### src/rtl/ssrq_pkg.sv
// Shared types and codes for the sector-sorted request queue.
package ssrq_pkg;

  localparam int QUEUE_DEPTH_DEF = 16;
  localparam int SECTOR_BITS_DEF = 48;
  localparam int TAG_BITS_DEF    = 8;

  localparam logic [1:0] FUNC_ADD  = 2'd0;
  localparam logic [1:0] FUNC_DISP = 2'd1;
  localparam logic [1:0] FUNC_REM  = 2'd2;
  localparam logic [1:0] FUNC_QRY  = 2'd3;

  // Command broadcast to every cell.
  typedef struct packed {
    logic cap;      // compare pass: latch le/match against the key
    logic ins;      // shift pass: insert key
    logic del;      // shift pass: close a gap
    logic del_all;  // gap at slot 0 (dispatch)
  } cell_cmd_t;

  // Status one cell hands to its upper neighbor; first also goes to its lower neighbor.
  typedef struct packed {
    logic le;     // stored sector <= key
    logic hit;    // tag matched at or below this cell
    logic first;  // this cell holds the first match
  } cell_stat_t;

endpackage

### src/rtl/sector_sorted_request_queue_unit.sv
// Top level of the sector-sorted request queue: a row of slot cells and a two-pass sequencer.
// Each item takes a compare pass in every cell on the accept edge, then a shift pass
// in which the tag-hit flag ripples up the cell row; the result is registered at the end of
// the shift pass. A new start is taken only while idle (busy low).
// busy is high for the one shift cycle; the next start is taken while the result is shown.
// Reset (rst_n low, synchronous) empties the queue; the result receiver cannot stall.
module sector_sorted_request_queue_unit #(
  parameter int QUEUE_DEPTH = ssrq_pkg::QUEUE_DEPTH_DEF,
  parameter int SECTOR_BITS = ssrq_pkg::SECTOR_BITS_DEF,
  parameter int TAG_BITS    = ssrq_pkg::TAG_BITS_DEF,
  parameter int CNT_W       = $clog2(QUEUE_DEPTH + 1)
) (
  input  logic                   clk,
  input  logic                   rst_n,
  input  logic                   start,
  output logic                   busy,
  input  logic [1:0]             in_func,
  input  logic [SECTOR_BITS-1:0] in_item_sector,
  input  logic [TAG_BITS-1:0]    in_item_tag,
  output logic                   out_strobe,
  output logic                   out_done_res,
  output logic [SECTOR_BITS-1:0] out_sector,
  output logic [TAG_BITS-1:0]    out_tag,
  output logic                   out_prev_valid,
  output logic [TAG_BITS-1:0]    out_prev_tag,
  output logic                   out_next_valid,
  output logic [TAG_BITS-1:0]    out_next_tag,
  output logic [CNT_W-1:0]       out_queue_count
);
  import ssrq_pkg::*;

  localparam logic PH_IDLE = 1'b0;
  localparam logic PH_EXEC = 1'b1;

  logic                   state_r, state_nxt;
  logic [1:0]             func_r;
  logic [SECTOR_BITS-1:0] key_sector_r;
  logic [TAG_BITS-1:0]    key_tag_r;
  logic [CNT_W-1:0]       cnt_r, cnt_nxt;

  logic                   strobe_r;
  logic                   done_r;
  logic [SECTOR_BITS-1:0] osec_r;
  logic [TAG_BITS-1:0]    otag_r;
  logic                   pv_r, nv_r;
  logic [TAG_BITS-1:0]    pt_r, nt_r;

  logic                   accept, exec, full, empty, found;
  cell_cmd_t              cmd;
  logic [SECTOR_BITS-1:0] key_sector;
  logic [TAG_BITS-1:0]    key_tag;

  logic [SECTOR_BITS-1:0] sec_a   [QUEUE_DEPTH];
  logic [TAG_BITS-1:0]    tag_a   [QUEUE_DEPTH];
  logic [QUEUE_DEPTH-1:0] vld_v;
  cell_stat_t             stat_a  [QUEUE_DEPTH];
  logic [QUEUE_DEPTH-1:0] pv_v, nv_v;
  logic [TAG_BITS-1:0]    pt_a    [QUEUE_DEPTH];
  logic [TAG_BITS-1:0]    nt_a    [QUEUE_DEPTH];
  logic                   any_pv, any_nv;
  logic [TAG_BITS-1:0]    or_pt, or_nt;

  assign accept = start && (state_r == PH_IDLE);
  assign exec   = (state_r == PH_EXEC);
  assign busy   = exec;
  assign full   = (cnt_r == CNT_W'(QUEUE_DEPTH));
  assign empty  = (cnt_r == '0);
  assign found  = stat_a[QUEUE_DEPTH-1].hit;

  // Compare against the ports on the capture edge, against the held key after.
  assign key_sector = exec ? key_sector_r : in_item_sector;
  assign key_tag    = exec ? key_tag_r : in_item_tag;

  always_comb begin
    cmd.cap     = accept;
    cmd.ins     = exec && (func_r == FUNC_ADD) && !full;
    cmd.del     = exec && ((func_r == FUNC_DISP) || (func_r == FUNC_REM));
    cmd.del_all = exec && (func_r == FUNC_DISP);
  end

  for (genvar i = 0; i < QUEUE_DEPTH; i++) begin : g_cell
    logic [SECTOR_BITS-1:0] lo_sector, hi_sector;
    logic [TAG_BITS-1:0]    lo_tag, hi_tag;
    logic                   lo_vld, hi_vld, hi_first;
    cell_stat_t             lo_stat;

    if (i == 0) begin : g_lo_end
      assign lo_sector = '0;
      assign lo_tag    = '0;
      assign lo_vld    = 1'b1;
      assign lo_stat   = '{le: 1'b1, hit: 1'b0, first: 1'b0};
    end else begin : g_lo
      assign lo_sector = sec_a[i-1];
      assign lo_tag    = tag_a[i-1];
      assign lo_vld    = vld_v[i-1];
      assign lo_stat   = stat_a[i-1];
    end

    if (i == QUEUE_DEPTH - 1) begin : g_hi_end
      assign hi_sector = '0;
      assign hi_tag    = '0;
      assign hi_vld    = 1'b0;
      assign hi_first  = 1'b0;
    end else begin : g_hi
      assign hi_sector = sec_a[i+1];
      assign hi_tag    = tag_a[i+1];
      assign hi_vld    = vld_v[i+1];
      assign hi_first  = stat_a[i+1].first;
    end

    ssrq_cell #(
      .SECTOR_BITS(SECTOR_BITS),
      .TAG_BITS   (TAG_BITS)
    ) u_cell (
      .clk       (clk),
      .rst_n     (rst_n),
      .cmd       (cmd),
      .key_sector(key_sector),
      .key_tag   (key_tag),
      .lo_sector (lo_sector),
      .lo_tag    (lo_tag),
      .lo_vld    (lo_vld),
      .lo_stat   (lo_stat),
      .hi_sector (hi_sector),
      .hi_tag    (hi_tag),
      .hi_vld    (hi_vld),
      .hi_first  (hi_first),
      .sector    (sec_a[i]),
      .tag       (tag_a[i]),
      .vld       (vld_v[i]),
      .stat      (stat_a[i]),
      .prev_vld_o(pv_v[i]),
      .prev_tag_o(pt_a[i]),
      .next_vld_o(nv_v[i]),
      .next_tag_o(nt_a[i])
    );
  end

  // At most one cell drives a neighbor tag, so OR the row together.
  always_comb begin
    or_pt = '0;
    or_nt = '0;
    for (int i = 0; i < QUEUE_DEPTH; i++) begin
      or_pt = or_pt | pt_a[i];
      or_nt = or_nt | nt_a[i];
    end
    any_pv = |pv_v;
    any_nv = |nv_v;
  end

  always_comb begin
    state_nxt = state_r;
    unique case (state_r)
      PH_IDLE: if (accept) state_nxt = PH_EXEC;
      PH_EXEC: state_nxt = PH_IDLE;
      default: state_nxt = PH_IDLE;
    endcase
  end

  always_comb begin
    cnt_nxt = cnt_r;
    if (exec) begin
      unique case (func_r)
        FUNC_ADD:  if (!full) cnt_nxt = cnt_r + 1'b1;
        FUNC_DISP: if (!empty) cnt_nxt = cnt_r - 1'b1;
        FUNC_REM:  if (found) cnt_nxt = cnt_r - 1'b1;
        default:   cnt_nxt = cnt_r;
      endcase
    end
  end

  always_ff @(posedge clk) begin
    if (!rst_n) begin
      state_r  <= PH_IDLE;
      cnt_r    <= '0;
      strobe_r <= 1'b0;
    end else begin
      state_r  <= state_nxt;
      cnt_r    <= cnt_nxt;
      strobe_r <= exec;
    end
  end

  always_ff @(posedge clk) begin
    if (accept) begin
      func_r       <= in_func;
      key_sector_r <= in_item_sector;
      key_tag_r    <= in_item_tag;
    end
  end

  // Register the result at the end of the shift pass.
  always_ff @(posedge clk) begin
    if (exec) begin
      osec_r <= '0;
      otag_r <= '0;
      pv_r   <= 1'b0;
      pt_r   <= '0;
      nv_r   <= 1'b0;
      nt_r   <= '0;
      unique case (func_r)
        FUNC_ADD:  done_r <= !full;
        FUNC_DISP: begin
          done_r <= !empty;
          if (!empty) begin
            osec_r <= sec_a[0];
            otag_r <= tag_a[0];
          end
        end
        FUNC_REM:  done_r <= found;
        FUNC_QRY:  begin
          done_r <= found;
          pv_r   <= any_pv;
          pt_r   <= or_pt;
          nv_r   <= any_nv;
          nt_r   <= or_nt;
        end
        default:   done_r <= 1'b0;
      endcase
    end
  end

  assign out_strobe      = strobe_r;
  assign out_done_res    = done_r;
  assign out_sector      = osec_r;
  assign out_tag         = otag_r;
  assign out_prev_valid  = pv_r;
  assign out_prev_tag    = pt_r;
  assign out_next_valid  = nv_r;
  assign out_next_tag    = nt_r;
  assign out_queue_count = cnt_r;

  a_exec_after_accept: assert property (@(posedge clk) disable iff (!rst_n)
    accept |=> busy)
    else $error("shift pass did not follow an accepted item");

  a_strobe_after_exec: assert property (@(posedge clk) disable iff (!rst_n)
    busy |=> (out_strobe && !busy))
    else $error("result not strobed after shift pass");

  a_valid_packed: assert property (@(posedge clk) disable iff (!rst_n)
    $countones(vld_v) == int'(cnt_r))
    else $error("slot valid bits disagree with entry count");

  a_count_bound: assert property (@(posedge clk) disable iff (!rst_n)
    cnt_r <= CNT_W'(QUEUE_DEPTH))
    else $error("entry count beyond queue depth");

  a_miss_no_neighbors: assert property (@(posedge clk) disable iff (!rst_n)
    (out_strobe && !out_done_res) |-> (!out_prev_valid && !out_next_valid))
    else $error("neighbor reported for a missing tag");

endmodule

### src/rtl/ssrq_cell.sv
// One slot of the sorted queue: holds an entry and shifts with its neighbors.
module ssrq_cell #(
  parameter int SECTOR_BITS = ssrq_pkg::SECTOR_BITS_DEF,
  parameter int TAG_BITS    = ssrq_pkg::TAG_BITS_DEF
) (
  input  logic                   clk,
  input  logic                   rst_n,
  input  ssrq_pkg::cell_cmd_t    cmd,
  input  logic [SECTOR_BITS-1:0] key_sector,
  input  logic [TAG_BITS-1:0]    key_tag,
  input  logic [SECTOR_BITS-1:0] lo_sector,
  input  logic [TAG_BITS-1:0]    lo_tag,
  input  logic                   lo_vld,
  input  ssrq_pkg::cell_stat_t   lo_stat,
  input  logic [SECTOR_BITS-1:0] hi_sector,
  input  logic [TAG_BITS-1:0]    hi_tag,
  input  logic                   hi_vld,
  input  logic                   hi_first,
  output logic [SECTOR_BITS-1:0] sector,
  output logic [TAG_BITS-1:0]    tag,
  output logic                   vld,
  output ssrq_pkg::cell_stat_t   stat,
  output logic                   prev_vld_o,
  output logic [TAG_BITS-1:0]    prev_tag_o,
  output logic                   next_vld_o,
  output logic [TAG_BITS-1:0]    next_tag_o
);
  import ssrq_pkg::*;

  logic [SECTOR_BITS-1:0] sector_r;
  logic [TAG_BITS-1:0]    tag_r;
  logic                   vld_r;
  logic                   le_r;
  logic                   match_r;

  always_comb begin
    stat.le    = le_r;
    stat.hit   = lo_stat.hit | match_r;
    stat.first = match_r & ~lo_stat.hit;
  end

  assign sector     = sector_r;
  assign tag        = tag_r;
  assign vld        = vld_r;
  assign prev_vld_o = hi_first;
  assign prev_tag_o = hi_first ? tag_r : '0;
  assign next_vld_o = lo_stat.first & vld_r;
  assign next_tag_o = (lo_stat.first & vld_r) ? tag_r : '0;

  always_ff @(posedge clk) begin
    if (cmd.cap) begin
      le_r    <= vld_r & (sector_r <= key_sector);
      match_r <= vld_r & (tag_r == key_tag);
    end
  end

  always_ff @(posedge clk) begin
    if (!rst_n) begin
      vld_r <= 1'b0;
    end else if (cmd.ins) begin
      vld_r <= vld_r | lo_vld;
    end else if (cmd.del && (cmd.del_all || stat.hit)) begin
      vld_r <= hi_vld;
    end
  end

  // Payload: take the key at the insert point, the lower entry above it,
  // the upper entry at and above a deleted slot.
  always_ff @(posedge clk) begin
    if (cmd.ins && !le_r) begin
      if (lo_stat.le) begin
        sector_r <= key_sector;
        tag_r    <= key_tag;
      end else begin
        sector_r <= lo_sector;
        tag_r    <= lo_tag;
      end
    end else if (cmd.del && (cmd.del_all || stat.hit)) begin
      sector_r <= hi_sector;
      tag_r    <= hi_tag;
    end
  end

endmodule
### config.mk
export PLATFORM = sky130hd
export DESIGN_NAME = sector_sorted_request_queue_unit
export DESIGN_NICKNAME = d
export VERILOG_FILES = /design/src/rtl/ssrq_pkg.sv /design/src/rtl/sector_sorted_request_queue_unit.sv /design/src/rtl/ssrq_cell.sv
export SDC_FILE = /design/constraint.sdc
export NUM_CORES = 2
export LEC_CHECK = 0
export BUFFER_PORTS_ARGS = -buffer_cell sky130_fd_sc_hd__buf_4
export CAP_MARGIN = 30
export CORE_MARGIN = 4
export CORE_UTILIZATION = 47
export CTS_BUF_LIST = sky130_fd_sc_hd__clkbuf_16
export CTS_CLUSTER_DIAMETER = 120
export DETAILED_ROUTE_END_ITERATION = 8
export GPL_ROUTABILITY_DRIVEN = 0
export PLACE_DENSITY = 0.61
export REMOVE_ABC_BUFFERS = 1
export SLEW_MARGIN = 30
export SYNTH_ARGS = -nofsm -noshare
export SYNTH_HDL_FRONTEND = slang
export SYNTH_SLANG_ARGS = --single-unit
### constraint.sdc
create_clock -name clk -period 16.1 [get_ports clk]
set_clock_uncertainty 0.1 [all_clocks]
set_input_delay 0.805 -clock clk [delete_from_list [all_inputs] [get_ports clk]]
set_output_delay 0.805 -clock clk [all_outputs]
set_load 0.01 [all_outputs]
==> qor.yml <==
status: "finished clean"
power_density_nw_per_um2: 94.69
cp.arrival_ps: 6190
vias: 60140
core_um2: 150300
rsz0062_at_grt: "no"
track_usage: 0.2763
cts_buffer_depth: 3
synth_top_family_by_area: "compound AO/OA/AOI/OAI gates"
setup_violations: 0
timing.final.crit_period_ps: 5811
dp.cells: 9488
dieArea_um2: 158000
synth-xor-area-share: 0.01634
ctsResizeCount: 0
crit_family: "buffers and inverters"
clock.fmax_ghz: 0.1721
area_growth_pct: 10.47
cp_slowest_stage_delay_ps: 850
r2r_start: "busy"
grt_pass1_wl_um: 345800
initial_core_util: 0.4742
cp-start-kind: "flop"
drt_wl_total_um: 224100
endpoint_kind: "flop"
synth-adder-area-share: 0.1363
synth_edf_count: 1061
final_common_cell: "nand2_1"
worst_pin_slew_ps: 1124
antenna_found_initial: 4
drc: 0
synth_seq_cells: 1084
grt_max_degree: 92
rrSetupSlack_ps: 10290
die_h_um: 397.4
firstDrtPassIters: 7
max-vdd-ir-drop_mv: 0.08840
clk_pin_slew_ps: 70
layout.cells.non_filler: 9715
clock-sinks: 1084
place.port_buffers: 142
synthArstFlopShare: 0
synthMuxAreaShare: 0.008583
rows: 142
wl_per_cell_um: 23.07
grt_pass1_vias: 58870
yosysSeqAreaShare: 0.4534
yosys.area_share.simple: 0.1548
htreeDepth: 3
cp_max_fo: 42
dp_hpwl_um: 159200
drtIter0Drc: 5918
synth_compound_area_frac: 0.1977
period_share: 0.3609
drv_cap: 0
via_per_inst: 6.190
cts-hold-fix-buffers: 0
syn_inst: 7700
clock_latency_ps: 750
cts_tree: "yes"
ant_nets: 0
die_w_um: 397.4
r2r_end: "g_cell[15].u_cell.le_r"
postCtsSetupBuffers: 0
yosys_warnings: 0
power_leakage_nw: 30.52
path_cells: "buf_4 -> buf_4 -> mux2i_4 -> buf_4 -> ha_1 -> nand4_1 -> or4_1 -> nor4_1 -> o311ai_1 -> nand4_1 -> o31ai_1"
min_from: "in_func[1]"
register_area_um2: 32320
layout_common_cells: "nand2_1 (1,709), edfxtp_1 (1,061), o21ai_0 (917)"
whs_path_depth: 1
final-hold-violation-count: 0
syn_area_um2: 71280
critical-path-slowest-cell: "dfxtp_4"
num-fill-cells: 13800
reg2reg_depth: 11
crit_top_cell: "buf_4"
tns_ps: 0
fin_nets: 8434
hp-class: "input pin to flop"
final_layout_size_suffix_gt1_frac: 0.07534
syn_avg_cell_area_um2: 9.258
yosys_most_used_dff: "edfxtp_1"
holdPathEnd: "func_r[1]"
overflow: 0
synthDistinctLibCells: 85
holdWs_ps: 148.0
slew_violations: 0
startpoint: "busy"
crit_buf_inv: 3
crit_type: "flop to flop"
clockRootBuffer: "clkbuf_16"
cp.required_ps: 16480
io_pins: 143
numCtsBuffers: 121
multiInputGateArea_um2: 37490
max_slew_margin: 0.2488
## registers in the layout (all words and copies together) (netlist names), 16 cells and up
name	flops
g_cell.u_cell.le_r	16
g_cell.u_cell.match_r	16
g_cell.u_cell.sector	768
g_cell.u_cell.tag	128
g_cell.u_cell.vld	16
key_sector_r	48
out_sector	48
## cells in the mapped netlist, types with 15 or more instances
| cell | count | area [µm²] |
|---|---|---|
| nand4_1 | 160 | 1001 |
| nand2_1 | 1721 | 6460 |
| o21ai_1 | 796 | 3984 |
| a2111oi_0 | 21 | 183.9 |
| a31oi_1 | 28 | 175.2 |
| edfxtp_1 | 1061 | 31860 |
| ha_1 | 775 | 9697 |
| nand2b_1 | 21 | 131.4 |
| o221ai_1 | 15 | 131.4 |
| nor2b_1 | 35 | 219.0 |
| a222oi_1 | 20 | 200.2 |
| a211oi_1 | 106 | 795.8 |
| xor2_1 | 56 | 490.5 |
| nand3b_1 | 15 | 112.6 |
| nor4_1 | 44 | 275.3 |
| xnor2_1 | 77 | 674.4 |
| and4_1 | 21 | 183.9 |
| buf_2 | 138 | 690.7 |
| mux2i_1 | 60 | 600.6 |
| a22oi_1 | 34 | 255.2 |
| a21oi_1 | 329 | 1647 |
| o21ai_0 | 919 | 4599 |
| and3_1 | 19 | 118.9 |
| o211ai_1 | 36 | 270.3 |
| o21a_1 | 20 | 150.1 |
| a21o_1 | 77 | 578.1 |
| or2_1 | 16 | 100.1 |
| buf_1 | 28 | 105.1 |
| inv_1 | 59 | 221.5 |
| clkbuf_1 | 337 | 1265 |
| dfxtp_1 | 23 | 460.4 |
| and2_1 | 68 | 425.4 |
| nand3_1 | 91 | 455.4 |
| nor3_1 | 56 | 280.3 |
| nor2_1 | 226 | 848.3 |
## worst max path at each step
| stage | endpoint | depth (start not counted) |
|---|---|---|
| after floorplan | g_cell[0].u_cell.sector[0] | 2 |
| after global routing | g_cell[15].u_cell.le_r | 11 |
| after global placement | g_cell[15].u_cell.le_r | 11 |
| after detailed placement | g_cell[15].u_cell.le_r | 11 |
| after CTS | g_cell[15].u_cell.le_r | 11 |
| final | g_cell[15].u_cell.le_r | 11 |
## cell families after synthesis
logic type / Yosys count
AO/OA/AOI/OAI: 2531
buffers and inverters: 571
adder cells (fa/ha/maj): 776
AND/OR/NAND/NOR: 2544
flip-flops: 1084
XOR/XNOR: 133
multiplexers: 61
## report_power, final
| part | internal (W) | switching (W) |
|---|---|---|
| Clock | 0.00165 | 0.00122 |
| Sequential | 0.00326 | 0.000138 |
| Combinational | 0.000419 | 0.000774 |
| Total | 0.00532 | 0.00213 |
## metal layers
layer  global-route usage  up-vias  share of wire
li1                     -    28280              -
met1               0.3713    29010           0.42
met2               0.4538     2384           0.47
met3              0.04380      465          0.074
met4              0.09702        0          0.036
met5                    0        -              0
## metrics by stage
step / utilization / setup slack [ps] / power (W) / cell area, µm²
finish: 0.5239 / 10290 / 0.007457 / 78750
global route: 0.5239 / 9956 / 0.007770 / 78740
CTS: 0.5233 / 10330 / 0.007486 / 78650
detailed placement: 0.4967 / 10370 / 0.004620 / 74660
global placement: 0.4966 / 10390 / 0.004577 / 74640
floorplan: - / 5497 / 0.004183 / 69180
## final cells by class
| type | count | area share |
|---|---|---|
| diodes | 1 | 0.00003178 |
| clock buffers | 125 | 0.03972 |
| clock inverters | 99 | 0.01100 |
| inverters | 62 | 0.002955 |
| multi-input cells | 6045 | 0.4761 |
| flip-flops and latches | 1084 | 0.4105 |
| well taps | 2016 | 0.03203 |
| repair buffers | 283 | 0.02765 |
Note: power is estimated with default switching activity, not from simulation.
